### config.mk
export PLATFORM = sky130hd
export DESIGN_NAME = track_read_cache_core
export DESIGN_NICKNAME = d
export VERILOG_FILES = /design/src/hdl/trc_pkg.sv /design/src/hdl/trc_rem_unit.sv /design/src/hdl/track_read_cache_core.sv
export VERILOG_INCLUDE_DIRS = /design/src /design/src/hdl
export SDC_FILE = /design/constraint.sdc
export NUM_CORES = 1
export LEC_CHECK = 0
export BUFFER_PORTS_ARGS = -buffer_cell sky130_fd_sc_hd__buf_2
export CAP_MARGIN = 10
export CORE_MARGIN = 2
export CORE_UTILIZATION = 35
export DETAILED_ROUTE_END_ITERATION = 10
export GPL_ROUTABILITY_DRIVEN = 0
export GPL_TIMING_DRIVEN = 0
export PLACE_DENSITY_LB_ADDON = 0.05
export RECOVER_POWER = 25
export SYNTH_ARGS = -nofsm -noshare
export SYNTH_HDL_FRONTEND = slang
export SYNTH_SLANG_ARGS = --single-unit
### constraint.sdc
create_clock -name i_clk -period 9.3 [get_ports i_clk]
set_input_delay 0.93 -clock i_clk [delete_from_list [all_inputs] [get_ports i_clk]]
set_output_delay 0.93 -clock i_clk [all_outputs]
set_load 0.01 [all_outputs]
### src/hdl/track_read_cache_core_assert.svh
// Assertion macros for the track read cache core.
// Included by files that check their own logic; no other dependencies.
`ifndef TRACK_READ_CACHE_CORE_ASSERT_SVH
`define TRACK_READ_CACHE_CORE_ASSERT_SVH

// Same-cycle implication, skipped while reset is asserted.
`define TRC_ASSERT_IMP(label, clk, rst_n, lhs, rhs, msg) \
    label: assert property (@(posedge clk) disable iff (!(rst_n)) (lhs) |-> (rhs)) \
        else $error(msg);

// Next-cycle implication, skipped while reset is asserted.
`define TRC_ASSERT_NXT(label, clk, rst_n, lhs, rhs, msg) \
    label: assert property (@(posedge clk) disable iff (!(rst_n)) (lhs) |=> (rhs)) \
        else $error(msg);

`endif

### src/hdl/trc_pkg.sv
// Shared types and constants for the track read cache core.
// No dependencies; imported by every module of the block.
package trc_pkg;

    // Sizing
    localparam int MAX_TRACK_SECTORS = 32;
    localparam int SECTOR_WIDTH      = 32;
    localparam int SECTOR_SHIFT      = 9;     // 512 bytes per sector
    localparam int ADDR_W            = 32;
    localparam int COUNT_W           = 8;
    localparam int SPT_W             = 6;
    localparam int OFF_W             = 5;
    localparam int KIND_W            = 3;
    localparam int CNT_W             = $clog2(SECTOR_WIDTH);
    localparam int CFG_IDX_W         = 2;

    // Result kinds
    localparam logic [KIND_W-1:0] K_COPY   = 3'd0;
    localparam logic [KIND_W-1:0] K_FILL   = 3'd1;
    localparam logic [KIND_W-1:0] K_DIRECT = 3'd2;
    localparam logic [KIND_W-1:0] K_DONE   = 3'd3;
    localparam logic [KIND_W-1:0] K_ERROR  = 3'd4;

    // Input operations
    localparam logic OP_REQUEST    = 1'b0;
    localparam logic OP_COMPLETION = 1'b1;

    // Configuration register indexes
    localparam logic [CFG_IDX_W-1:0] CFG_CACHE_ENABLE      = 2'd0;
    localparam logic [CFG_IDX_W-1:0] CFG_SECTORS_PER_TRACK = 2'd1;

    typedef struct packed {
        logic                    operation;
        logic [SECTOR_WIDTH-1:0] start_sector;
        logic [COUNT_W-1:0]      sector_count;
        logic [ADDR_W-1:0]       dest_addr;
        logic                    fill_ok;
    } t_in_item;

    typedef struct packed {
        logic [KIND_W-1:0]       kind;
        logic [SECTOR_WIDTH-1:0] disk_sector;
        logic [OFF_W-1:0]        cache_offset;
        logic [ADDR_W-1:0]       copy_dest;
        logic [COUNT_W-1:0]      run_length;
        logic                    last;
    } t_out_item;

    // Remainder unit status
    typedef struct packed {
        logic busy;
        logic done;
    } t_div_status;

endpackage

### src/hdl/trc_rem_unit.sv
// Bit-serial remainder unit: sector number modulo sectors per track.
// Depends on trc_pkg; one dividend bit is consumed per cycle.
module trc_rem_unit import trc_pkg::*; (
    input  logic                    i_clk,
    input  logic                    i_rst_n,
    input  logic                    i_start,
    input  logic [SECTOR_WIDTH-1:0] i_dividend,
    input  logic [SPT_W-1:0]        i_divisor,
    output t_div_status             o_status,
    output logic [SPT_W-1:0]        o_rem
);

    logic                    r_busy;
    logic                    r_done;
    logic [CNT_W-1:0]        r_cnt;
    logic [SECTOR_WIDTH-1:0] r_shift;
    logic [SPT_W-1:0]        r_rem;

    logic [SPT_W:0]          n_trial;
    logic [SPT_W-1:0]        n_rem;

    // Shift in the next dividend bit and subtract when it fits
    always_comb begin
        n_trial = {r_rem, r_shift[SECTOR_WIDTH-1]};
        if (n_trial >= {1'b0, i_divisor}) begin
            n_rem = SPT_W'(n_trial - {1'b0, i_divisor});
        end else begin
            n_rem = n_trial[SPT_W-1:0];
        end
    end

    // Step the sequence, one bit a cycle
    always_ff @(posedge i_clk) begin
        if (!i_rst_n) begin
            r_busy <= 1'b0;
            r_done <= 1'b0;
        end else begin
            r_done <= 1'b0;
            if (i_start) begin
                r_busy <= 1'b1;
            end else if (r_busy && r_cnt == '0) begin
                r_busy <= 1'b0;
                r_done <= 1'b1;
            end
        end
    end

    always_ff @(posedge i_clk) begin
        if (i_start) begin
            r_shift <= i_dividend;
            r_rem   <= '0;
            r_cnt   <= CNT_W'(SECTOR_WIDTH - 1);
        end else if (r_busy) begin
            r_shift <= {r_shift[SECTOR_WIDTH-2:0], 1'b0};
            r_rem   <= n_rem;
            r_cnt   <= r_cnt - 1'b1;
        end
    end

    assign o_status.busy = r_busy;
    assign o_status.done = r_done;
    assign o_rem         = r_rem;

endmodule

### src/hdl/track_read_cache_core.sv
// Top level of the track read cache core: request sequencer and result register.
// Depends on trc_pkg, trc_rem_unit and track_read_cache_core_assert.svh.

// Serves sector read requests from a one-track cache and issues copy, fill,
// direct-read, done and error results, up to two per input item. One item is
// worked at a time and the input stalls until its last result is loaded into
// the output register. An item that ends in a track fill waits on the
// bit-serial remainder unit, which rounds the sector down to its track base
// at one bit per cycle. A stalled output holds the sequencer until the result
// is taken. The configuration port is always ready and a write to either
// configuration register unprimes the cache.
module track_read_cache_core import trc_pkg::*; (
    input  logic                 i_clk,
    input  logic                 i_rst_n,
    input  logic                 i_in_valid,
    output logic                 o_in_stall,
    input  t_in_item             i_in_item,
    output logic                 o_out_valid,
    input  logic                 i_out_stall,
    output t_out_item            o_out_item,
    input  logic                 i_cfg_valid,
    output logic                 o_cfg_ready,
    input  logic [CFG_IDX_W-1:0] i_cfg_index,
    input  logic [SPT_W-1:0]     i_cfg_data
);

`include "track_read_cache_core_assert.svh"

    // Sequencer states
    localparam logic [2:0] S_IDLE  = 3'd0;
    localparam logic [2:0] S_SERVE = 3'd1;
    localparam logic [2:0] S_DIVGO = 3'd2;
    localparam logic [2:0] S_DIV   = 3'd3;
    localparam logic [2:0] S_FILL  = 3'd4;
    localparam logic [2:0] S_PUT   = 3'd5;
    localparam logic [2:0] S_DONE  = 3'd6;

    // Pending operation codes
    localparam logic [1:0] W_IDLE   = 2'd0;
    localparam logic [1:0] W_FILL   = 2'd1;
    localparam logic [1:0] W_DIRECT = 2'd2;

    logic [2:0]              r_state;
    logic [2:0]              r_after;
    logic                    r_enable;
    logic [SPT_W-1:0]        r_spt;
    logic                    r_primed;
    logic [SECTOR_WIDTH-1:0] r_ts;
    logic [SECTOR_WIDTH-1:0] r_ns;
    logic [COUNT_W-1:0]      r_left;
    logic [ADDR_W-1:0]       r_dest;
    logic [1:0]              r_waiting;
    t_out_item               r_res;
    logic                    r_out_valid;
    t_out_item               r_out_item;

    logic                    in_xfer;
    logic                    out_free;
    logic                    usable;
    logic [SECTOR_WIDTH:0]   n_diff;
    logic                    n_hit;
    logic [OFF_W-1:0]        n_off;
    logic [SPT_W-1:0]        n_avail;
    logic [COUNT_W-1:0]      n_k;
    logic [COUNT_W-1:0]      n_left;
    logic                    div_start;
    t_div_status             div_stat;
    logic [SPT_W-1:0]        div_rem;

    // Build a result from its fields
    function automatic t_out_item make_res(input logic [KIND_W-1:0]       kind,
                                           input logic [SECTOR_WIDTH-1:0] disk,
                                           input logic [OFF_W-1:0]        off,
                                           input logic [ADDR_W-1:0]       dest,
                                           input logic [COUNT_W-1:0]      run,
                                           input logic                    last);
        t_out_item res;
        res              = '0;
        res.kind         = kind;
        res.disk_sector  = disk;
        res.cache_offset = off;
        res.copy_dest    = dest;
        res.run_length   = run;
        res.last         = last;
        return res;
    endfunction

    assign in_xfer     = i_in_valid && !o_in_stall;
    assign out_free    = !r_out_valid || !i_out_stall;
    assign o_in_stall  = (r_state != S_IDLE);
    assign o_cfg_ready = 1'b1;
    assign usable      = r_enable && (r_spt != '0) &&
                         ({1'b0, r_spt} <= (SPT_W+1)'(MAX_TRACK_SECTORS));

    // Hit test and copy run for the current position
    always_comb begin
        n_diff  = {1'b0, r_ns} - {1'b0, r_ts};
        n_hit   = r_primed && !n_diff[SECTOR_WIDTH] &&
                  (n_diff[SECTOR_WIDTH-1:0] < SECTOR_WIDTH'(r_spt));
        n_off   = n_diff[OFF_W-1:0];
        n_avail = r_spt - {1'b0, n_off};
        n_k     = (r_left < COUNT_W'(n_avail)) ? r_left : COUNT_W'(n_avail);
        n_left  = r_left - n_k;
    end

    assign div_start = (r_state == S_DIVGO);

    trc_rem_unit u_rem (
        .i_clk      (i_clk),
        .i_rst_n    (i_rst_n),
        .i_start    (div_start),
        .i_dividend (r_ns),
        .i_divisor  (r_spt),
        .o_status   (div_stat),
        .o_rem      (div_rem)
    );

    // Sequencer and cache state
    always_ff @(posedge i_clk) begin
        if (!i_rst_n) begin
            r_state   <= S_IDLE;
            r_after   <= S_IDLE;
            r_enable  <= 1'b0;
            r_spt     <= SPT_W'(18);
            r_primed  <= 1'b0;
            r_ts      <= '1;
            r_ns      <= '0;
            r_left    <= '0;
            r_dest    <= '0;
            r_waiting <= W_IDLE;
        end else begin
            unique case (r_state)
                S_IDLE: begin
                    if (in_xfer) begin
                        r_after <= S_IDLE;
                        if (i_in_item.operation == OP_REQUEST) begin
                            if (r_waiting != W_IDLE) begin
                                r_res   <= make_res(K_ERROR, '0, '0, '0, '0, 1'b1);
                                r_state <= S_PUT;
                            end else if (i_in_item.sector_count == '0) begin
                                r_res   <= make_res(K_DONE, '0, '0, '0, '0, 1'b1);
                                r_state <= S_PUT;
                            end else if (!usable) begin
                                r_res     <= make_res(K_DIRECT, i_in_item.start_sector, '0,
                                                      i_in_item.dest_addr,
                                                      i_in_item.sector_count, 1'b1);
                                r_waiting <= W_DIRECT;
                                r_state   <= S_PUT;
                            end else begin
                                r_ns    <= i_in_item.start_sector;
                                r_left  <= i_in_item.sector_count;
                                r_dest  <= i_in_item.dest_addr;
                                r_state <= S_SERVE;
                            end
                        end else begin
                            if (r_waiting == W_DIRECT) begin
                                r_res     <= make_res(i_in_item.fill_ok ? K_DONE : K_ERROR,
                                                      '0, '0, '0, '0, 1'b1);
                                r_waiting <= W_IDLE;
                                r_state   <= S_PUT;
                            end else if (r_waiting == W_FILL) begin
                                if (i_in_item.fill_ok) begin
                                    r_primed <= 1'b1;
                                    r_state  <= S_SERVE;
                                end else begin
                                    r_primed  <= 1'b0;
                                    r_enable  <= 1'b0;
                                    r_left    <= '0;
                                    r_waiting <= W_IDLE;
                                    r_res     <= make_res(K_ERROR, '0, '0, '0, '0, 1'b1);
                                    r_state   <= S_PUT;
                                end
                            end
                        end
                    end
                end
                S_SERVE: begin
                    if (n_hit) begin
                        r_res   <= make_res(K_COPY, '0, n_off, r_dest, n_k, 1'b0);
                        r_ns    <= r_ns + SECTOR_WIDTH'(n_k);
                        r_dest  <= r_dest + (ADDR_W'(n_k) << SECTOR_SHIFT);
                        r_left  <= n_left;
                        r_after <= (n_left == '0) ? S_DONE : S_DIVGO;
                        r_state <= S_PUT;
                    end else begin
                        r_state <= S_DIVGO;
                    end
                end
                S_DIVGO: begin
                    r_state <= S_DIV;
                end
                S_DIV: begin
                    if (div_stat.done) begin
                        r_state <= S_FILL;
                    end
                end
                S_FILL: begin
                    // Track base is the sector minus its remainder
                    r_res     <= make_res(K_FILL, r_ns - SECTOR_WIDTH'(div_rem), '0, '0,
                                          COUNT_W'(r_spt), 1'b1);
                    r_ts      <= r_ns - SECTOR_WIDTH'(div_rem);
                    r_primed  <= 1'b0;
                    r_waiting <= W_FILL;
                    r_after   <= S_IDLE;
                    r_state   <= S_PUT;
                end
                S_PUT: begin
                    if (out_free) begin
                        r_state <= r_after;
                    end
                end
                S_DONE: begin
                    r_res     <= make_res(K_DONE, '0, '0, '0, '0, 1'b1);
                    r_waiting <= W_IDLE;
                    r_after   <= S_IDLE;
                    r_state   <= S_PUT;
                end
                default: begin
                    r_state <= S_IDLE;
                end
            endcase

            // Apply configuration writes; a write to either register unprimes the cache
            if (i_cfg_valid && o_cfg_ready) begin
                unique case (i_cfg_index)
                    CFG_CACHE_ENABLE: begin
                        r_enable  <= i_cfg_data[0];
                        r_primed  <= 1'b0;
                        r_waiting <= W_IDLE;
                        r_left    <= '0;
                    end
                    CFG_SECTORS_PER_TRACK: begin
                        r_spt     <= i_cfg_data;
                        r_primed  <= 1'b0;
                        r_waiting <= W_IDLE;
                        r_left    <= '0;
                    end
                    default: begin
                    end
                endcase
            end
        end
    end

    // Hold the result until the transfer completes
    always_ff @(posedge i_clk) begin
        if (!i_rst_n) begin
            r_out_valid <= 1'b0;
        end else if (r_state == S_PUT && out_free) begin
            r_out_valid <= 1'b1;
        end else if (!i_out_stall) begin
            r_out_valid <= 1'b0;
        end
    end

    always_ff @(posedge i_clk) begin
        if (r_state == S_PUT && out_free) begin
            r_out_item <= r_res;
        end
    end

    assign o_out_valid = r_out_valid;
    assign o_out_item  = r_out_item;

    // Checks on the sequencer and results
    `TRC_ASSERT_IMP(a_fill_shape, i_clk, i_rst_n,
        o_out_valid && o_out_item.kind == K_FILL,
        o_out_item.last && o_out_item.run_length == COUNT_W'(r_spt),
        "fill result must be last and cover one whole track")
    `TRC_ASSERT_IMP(a_copy_not_last, i_clk, i_rst_n,
        o_out_valid && o_out_item.kind == K_COPY,
        !o_out_item.last && o_out_item.run_length != '0,
        "copy result must be nonempty and followed by another result")
    `TRC_ASSERT_IMP(a_fill_unprimed, i_clk, i_rst_n,
        r_state == S_IDLE && r_waiting == W_FILL,
        !r_primed,
        "cache primed while a fill is outstanding")
    `TRC_ASSERT_NXT(a_div_done, i_clk, i_rst_n,
        div_stat.done,
        r_state == S_FILL,
        "remainder unit finished outside the fill sequence")

endmodule
==> impl_metrics.py, run 1 <==
metrics = {
    "status": {
        "status": "complete, no violations",
    },
    "timing": {
        "setup_viol": 0,
        "fin_hold_ws_ps": 415.4,
        "tns_ps": 0,
        "skew_ps": 49.80,
        "hold_violations": 0,
        "worst_pin_slew_ps": 1294,
        "relSlewSlack": 0.1342,
        "drv_slew": 0,
        "period_share": 0.8315,
        "post-route-min-period_ps": 7733,
        "clock.fmax_mhz": 129.3,
        "rsz0062_at_grt": "false",
    },
    "finish": {
        "diodes": 0,
        "mostFrequentLayoutCells": "nand2_1 (390), edfxtp_1 (194), clkbuf_1 (163), o21ai_0 (148), dfxtp_1 (133)",
        "synthToLayoutAreaGrowth_pct": 16.06,
        "drive_gt1_frac": 0.1009,
        "final_nets": 2479,
        "post-route-util": 0.4127,
        "layout_commonest_cell": "nand2_1",
        "final_cell_area_sq_um": 21770,
    },
    "run": {
        "maxCapViolations": 0,
    },
    "pwr": {
        "report.power.total_uw": 7776,
        "p_leak_uw": 0.008605,
        "ir_drop_mv": 0.1361,
        "powerDensity_nw_per_um2": 357.2,
    },
    "clocking": {
        "cts_sinks": 327,
        "clock_latency_ps": 580,
        "cts_tree": "yes",
        "postCtsSetupRepairBufs": 0,
        "clk_pin_slew_worst_paths_ps": 60,
        "postCtsHoldBufs": 0,
        "cts-root-buf": "clkbuf_16",
        "clk_path_buf_depth": 3,
        "cts_resized": 0,
        "cts_made_buffers": 39,
        "htree_num_levels": 2,
    },
    "routing": {
        "dr.pass1.iters": 6,
        "ant_nets": 0,
        "num_vias": 17190,
        "wire_per_inst_um": 23.95,
        "via_per_inst": 5.696,
        "wl_um": 72290,
        "route.detailed.drc": 0,
        "dr.first_iter.drc_count": 1633,
    },
    "place": {
        "port_buffers": 169,
        "dpl_cell_area_sq_um": 20610,
        "hpwl_um": 55060,
    },
    "logic_synthesis": {
        "async_flop_share": 0,
        "synthesis.area_sq_um": 18760,
        "synth_seq_cells": 327,
        "syn_inst": 2082,
        "avgSynthCellArea_sq_um": 9.010,
        "synthDistinctLibCells": 92,
        "synth-edff-count": 194,
        "yosys_warnings": 0,
        "synthFlopType": "edfxtp_1",
        "synth-seq-area-share": 0.4525,
    },
    "die": {
        "start_util": 0.3556,
        "die_y_um": 235.5,
        "ios": 171,
        "die_w_um": 235.5,
        "rows": 84,
        "die_area_sq_um": 55470,
        "core_sq_um": 52760,
    },
    "worst_setup_path": {
        "start_kind": "flip-flop",
        "critPathTopFamily": "compound AO/OA/AOI/OAI gates",
        "timing.rr.end": "r_dest[26]",
        "cp_slowest_stage_delay_ps": 950,
        "endpoint_kind": "flip-flop",
        "cp_slowest_cell": "o21ai_0",
        "crit_type": "reg -> reg",
        "critPathRequiredTime_ps": 9730,
        "crit_buf_inv": 5,
        "rrSetupSlack_ps": 1570,
        "crit_path_frequent_cell": "inv_1",
        "cp-startpoint": "r_ns[0]",
        "reg2reg_from": "r_ns[0]",
        "reg2reg_depth": 28,
        "worstPathArrival_ps": 8160,
        "path_max_fanout": 8,
    },
    "worst_hold_path": {
        "min_path_type": "reg -> reg",
        "min_from": "r_res[65]",
        "whs_endpoint": "o_out_item[65]",
        "whs_path_depth": 0,
    },
    "global_routing": {
        "antenna_found_initial": 1,
        "track_usage": 0.2538,
        "grt_max_degree": 35,
        "grt-ovfl-total": 0,
        "grt_pass1_wl_um": 106300,
        "grt_pass1_vias": 16300,
    },
}
flip-flops by register name (all words and copies together), names as in the netlist, 2 cells and up:
signal and flops:
r_ns 32, r_waiting 2, r_left 8, r_spt 6
u_rem.r_cnt 5, r_dest 32, r_res 81, o_out_item 81
r_ts 32, r_after 2, u_rem.r_shift 32, r_state 3
u_rem.o_rem 6
power by group:
part,internal [uW],switching [uW]
Sequential,2120,259
Clock,880,641
Combinational,1230,2650
Total,4230,3550
worst max path at each step:
stage,end,slack (ps),depth (start not counted)
floorplan,r_res[0],2080,19
global placement,r_res[22],-1920,19
detailed placement,r_dest[26],1720,28
CTS,r_dest[26],1670,28
global route,r_dest[26],1060,28
finish,r_dest[26],1570,28
synthesized netlist by cell type, types with 20 or more instances:
library cell,number,area [sq um]
a21oi_1,102,510.5
xnor2_1,41,359.1
nand2_1,390,1464
inv_1,100,375.4
mux2i_1,25,250.2
nor4_1,25,156.4
ha_1,84,1051
a21o_1,29,217.7
edfxtp_1,194,5826
nor3_1,66,330.3
and3_1,20,125.1
clkbuf_1,84,315.3
xor2_1,22,192.7
nand2b_1,21,131.4
dfxtp_1,133,2663
nand3_1,42,210.2
a211oi_1,21,157.7
nor2_1,117,439.2
o211ai_1,30,225.2
buf_2,22,110.1
nand4_1,28,175.2
o21ai_0,148,740.7
layout make-up:
type                    instances  area (sq um)
fillers                      5414         30990
plain buffers                 122         504.2
flip-flops and latches        327          8488
clock buffers                  56          1100
well taps                     688         860.8
clock inverters                14         145.1
inverters                     101         379.1
repair buffers                175         868.3
multi-input cells            1535          9427
cells by family (layout without fill, tap and decap cells):
family | Yosys count | after routing | share of synthesized area
AOI/OAI and AO/OA | 545 | 545 | 0.1946
xor gates and xnor gates | 63 | 63 | 0.02941
adders and majority gates | 91 | 91 | 0.06350
buffers and inverters | 223 | 468 | 0.04709
DFF | 327 | 327 | 0.4525
muxes | 28 | 28 | 0.01514
other | 2 | 5 | 0.0004003
and+or+nand+nor | 803 | 803 | 0.1974
layer usage:
metal,GRT usage,part of all wire,vias to the layer above
met5,0,0.00018,-
met1,0.3426,0.44,8363
li1,-,-,8001
met4,0.08956,0.032,2
met2,0.4092,0.46,694
met3,0.04432,0.074,131
through the flow:
| step | std cells | setup slack (ps) |
|---|---|---|
| global placement | 2942 | -1917 |
| global route | 3018 | 1061 |
| CTS | 3018 | 1674 |
| floorplan | 2085 | 2080 |
| detailed placement | 2948 | 1721 |
| finish | 3018 | 1567 |
worst reg2reg max path: cells and delay by family, from the launching register on:
| kind | cells | cell delay (ps) |
|---|---|---|
| simple gates | 5 | 1640 |
| mux | 1 | 250 |
| fa+ha+maj | 5 | 1570 |
| buf+inv | 5 | 600 |
| xor+xnor | 2 | 660 |
| flops | 1 | 320 |
| compound gates | 10 | 2540 |
(Power assumes the default switching activity.)
==> run 2, diff against run 1 <==
clock period = 6.8 ns   (was 9.3 ns; I/O delays follow)
==> impl_metrics.py, run 2 (synthesis gave the netlist of run 1 again) <==
metrics = {
    "routing": {
        "num_vias": 17230,
        "wire_per_inst_um": 23.72,
        "dr.first_iter.drc_count": 1564,
        "route.detailed.drc": 0,
        "ant_nets": 0,
        "dr.pass1.iters": 8,
        "via_per_inst": 5.687,
        "wl_um": 71840,
    },
    "pwr": {
        "p_comb_frac": 0.501,
        "pwr-share-seq": 0.304,
        "p_leak_uw": 0.008672,
        "clockPowerShare": 0.195,
        "switching_share": 0.4562,
        "net-switching-power_uw": 4884,
        "p_int_uw": 5821,
        "powerDensity_nw_per_um2": 488.3,
        "ir_drop_mv": 0.1983,
    },
    "timing": {
        "hold_violations": 0,
        "relSlewSlack": 0.1914,
        "drv_slew": 0,
        "skew_ps": 19.35,
        "post-route-min-period_ps": 6468,
        "setup_viol": 0,
        "worst_pin_slew_ps": 1212,
        "setup_slack_ps": 331.8,
        "clock.fmax_mhz": 154.6,
        "period_share": 0.9512,
    },
    "global_routing": {
        "grt-ovfl-total": 0,
        "antenna_found_initial": 3,
        "track_usage": 0.2522,
        "grt_pass1_wl_um": 105800,
        "grt_pass1_vias": 16260,
        "grt_max_degree": 35,
    },
    "die": {
        "die_area_sq_um": 55470,
        "start_util": 0.3556,
        "die_w_um": 235.5,
        "core_sq_um": 52760,
        "ios": 171,
        "die_y_um": 235.5,
        "rows": 84,
    },
    "clocking": {
        "postCtsHoldBufs": 0,
        "clk_pin_slew_worst_paths_ps": 60,
        "clock_latency_ps": 580,
        "cts-root-buf": "clkbuf_16",
        "clk_path_buf_depth": 3,
        "cts_made_buffers": 41,
        "cts_sinks": 327,
        "cts_tree": "yes",
        "htree_num_levels": 2,
    },
    "place": {
        "hpwl_um": 55060,
        "port_buffers": 169,
        "place_ws_ps": -622.4,
        "dpl_cell_area_sq_um": 20610,
    },
    "worst_setup_path": {
        "endpoint_kind": "flip-flop",
        "critPathRequiredTime_ps": 7060,
        "start_kind": "flip-flop",
        "path_max_fanout": 34,
        "worstPathArrival_ps": 6730,
        "crit_type": "reg -> reg",
    },
    "finish": {
        "final_nets": 2486,
        "final_cell_area_sq_um": 21920,
        "n_fill_cell": 5433,
        "mostFrequentLayoutCells": "nand2_1 (389), edfxtp_1 (194), clkbuf_1 (167), o21ai_0 (145), dfxtp_1 (132)",
        "drive_gt1_frac": 0.1103,
        "layout_commonest_cell": "nand2_1",
        "synthToLayoutAreaGrowth_pct": 16.85,
    },
    "status": {
        "status": "complete, no violations",
    },
    "run": {
        "maxCapViolations": 0,
    },
    "worst_hold_path": {
        "min_path_type": "in -> reg",
    },
}
-- run 2: cell count changes in the layout (fill, tap and decap cells not counted), sizes merged --
cell / before / now
buf: 145 / 149
diode: 0 / 1
clkbuf: 208 / 211
clkinvlp: 1 / 4
inv: 101 / 102
bufinv: 2 / 1
-- run 2: path summary, 6_finish.rpt --
path | startpoint | end | slack, ps | depth (start not counted)
worst min register to register | r_res[15] | o_out_item[15] | 410 | 0
worst max register to register | r_ns[0] | r_res[22] | 330 | 20
worst max-delay path | r_ns[0] | r_res[22] | 330 | 20
worst min-delay path | i_cfg_data[3] | r_spt[3] | 340 | 3
-- run 2: metrics by stage --
stage               std cells  power [uW]  utilization  hold slack, ps  TNS (ps)
finish                   3029       10700       0.4155           343.4         0
global route             3029       11330       0.4155           338.9    -18.13
detailed placement       2947        8508       0.3907           404.5     -2094
CTS                      3023       10640       0.4153           314.8         0
global placement         2942        8450       0.3882           401.1   -326200
floorplan                2085        6619            -           400.3         0
-- run 2: power by group through the flow --
stage          sequential [uW]  clock, uW  combinational [uW]
5_1_grt                   3300       2200                5820
4_1_cts                   3250       2130                5270
3_5_place_dp              3290          0                5220
2_1_floorplan             3180          0                3430
6_report                  3260       2080                5360
3_3_place_gp              3320          0                5130
-- run 2: repair_timing --
item | 4_1_cts | 5_1_grt
resized for setup | 9 | 15
buffers inserted | 1 | 5
endpoints found under the setup margin | 17 | 76
pin swaps | 1 | 4
-- run 2: layout make-up --
| class | instances | area (sq um) | area share |
|---|---|---|---|
| clock inverter | 17 | 130.1 | 0.005936 |
| timing repair buffer | 180 | 912.1 | 0.04161 |
| tap | 688 | 860.8 | 0.03927 |
| buffer | 122 | 505.5 | 0.02306 |
| sequential | 327 | 8489 | 0.3873 |
| inverter | 101 | 379.1 | 0.01730 |
| multi-input combinational | 1535 | 9519 | 0.4343 |
| clock buffer | 58 | 1121 | 0.05114 |
| antenna | 1 | 2.502 | 0.0001142 |
-- run 2: routing by layer --
metal  vias up  GRT usage  wire [um]
li1       8012          -          -
met3       146    0.03952       4790
met4         0     0.1058       3105
met5         -          0          0
met1      8431     0.3431      31670
met2       638     0.3990      32280
-- run 2: worst max-delay path, stage by stage (launching register included) --
cell,delay (ps)
dfxtp_1,320
inv_1,120
ha_1,180
inv_1,50
fa_1,470
a21o_1,230
a21oi_2,180
xor2_2,240
inv_1,70
ha_1,330
o21ai_0,180
a31oi_1,150
a21oi_1,260
nand4b_1,120
nor3_1,200
o2111ai_1,640
nor4_1,800
buf_2,430
nor2_1,120
nor2_4,710
buf_12,300
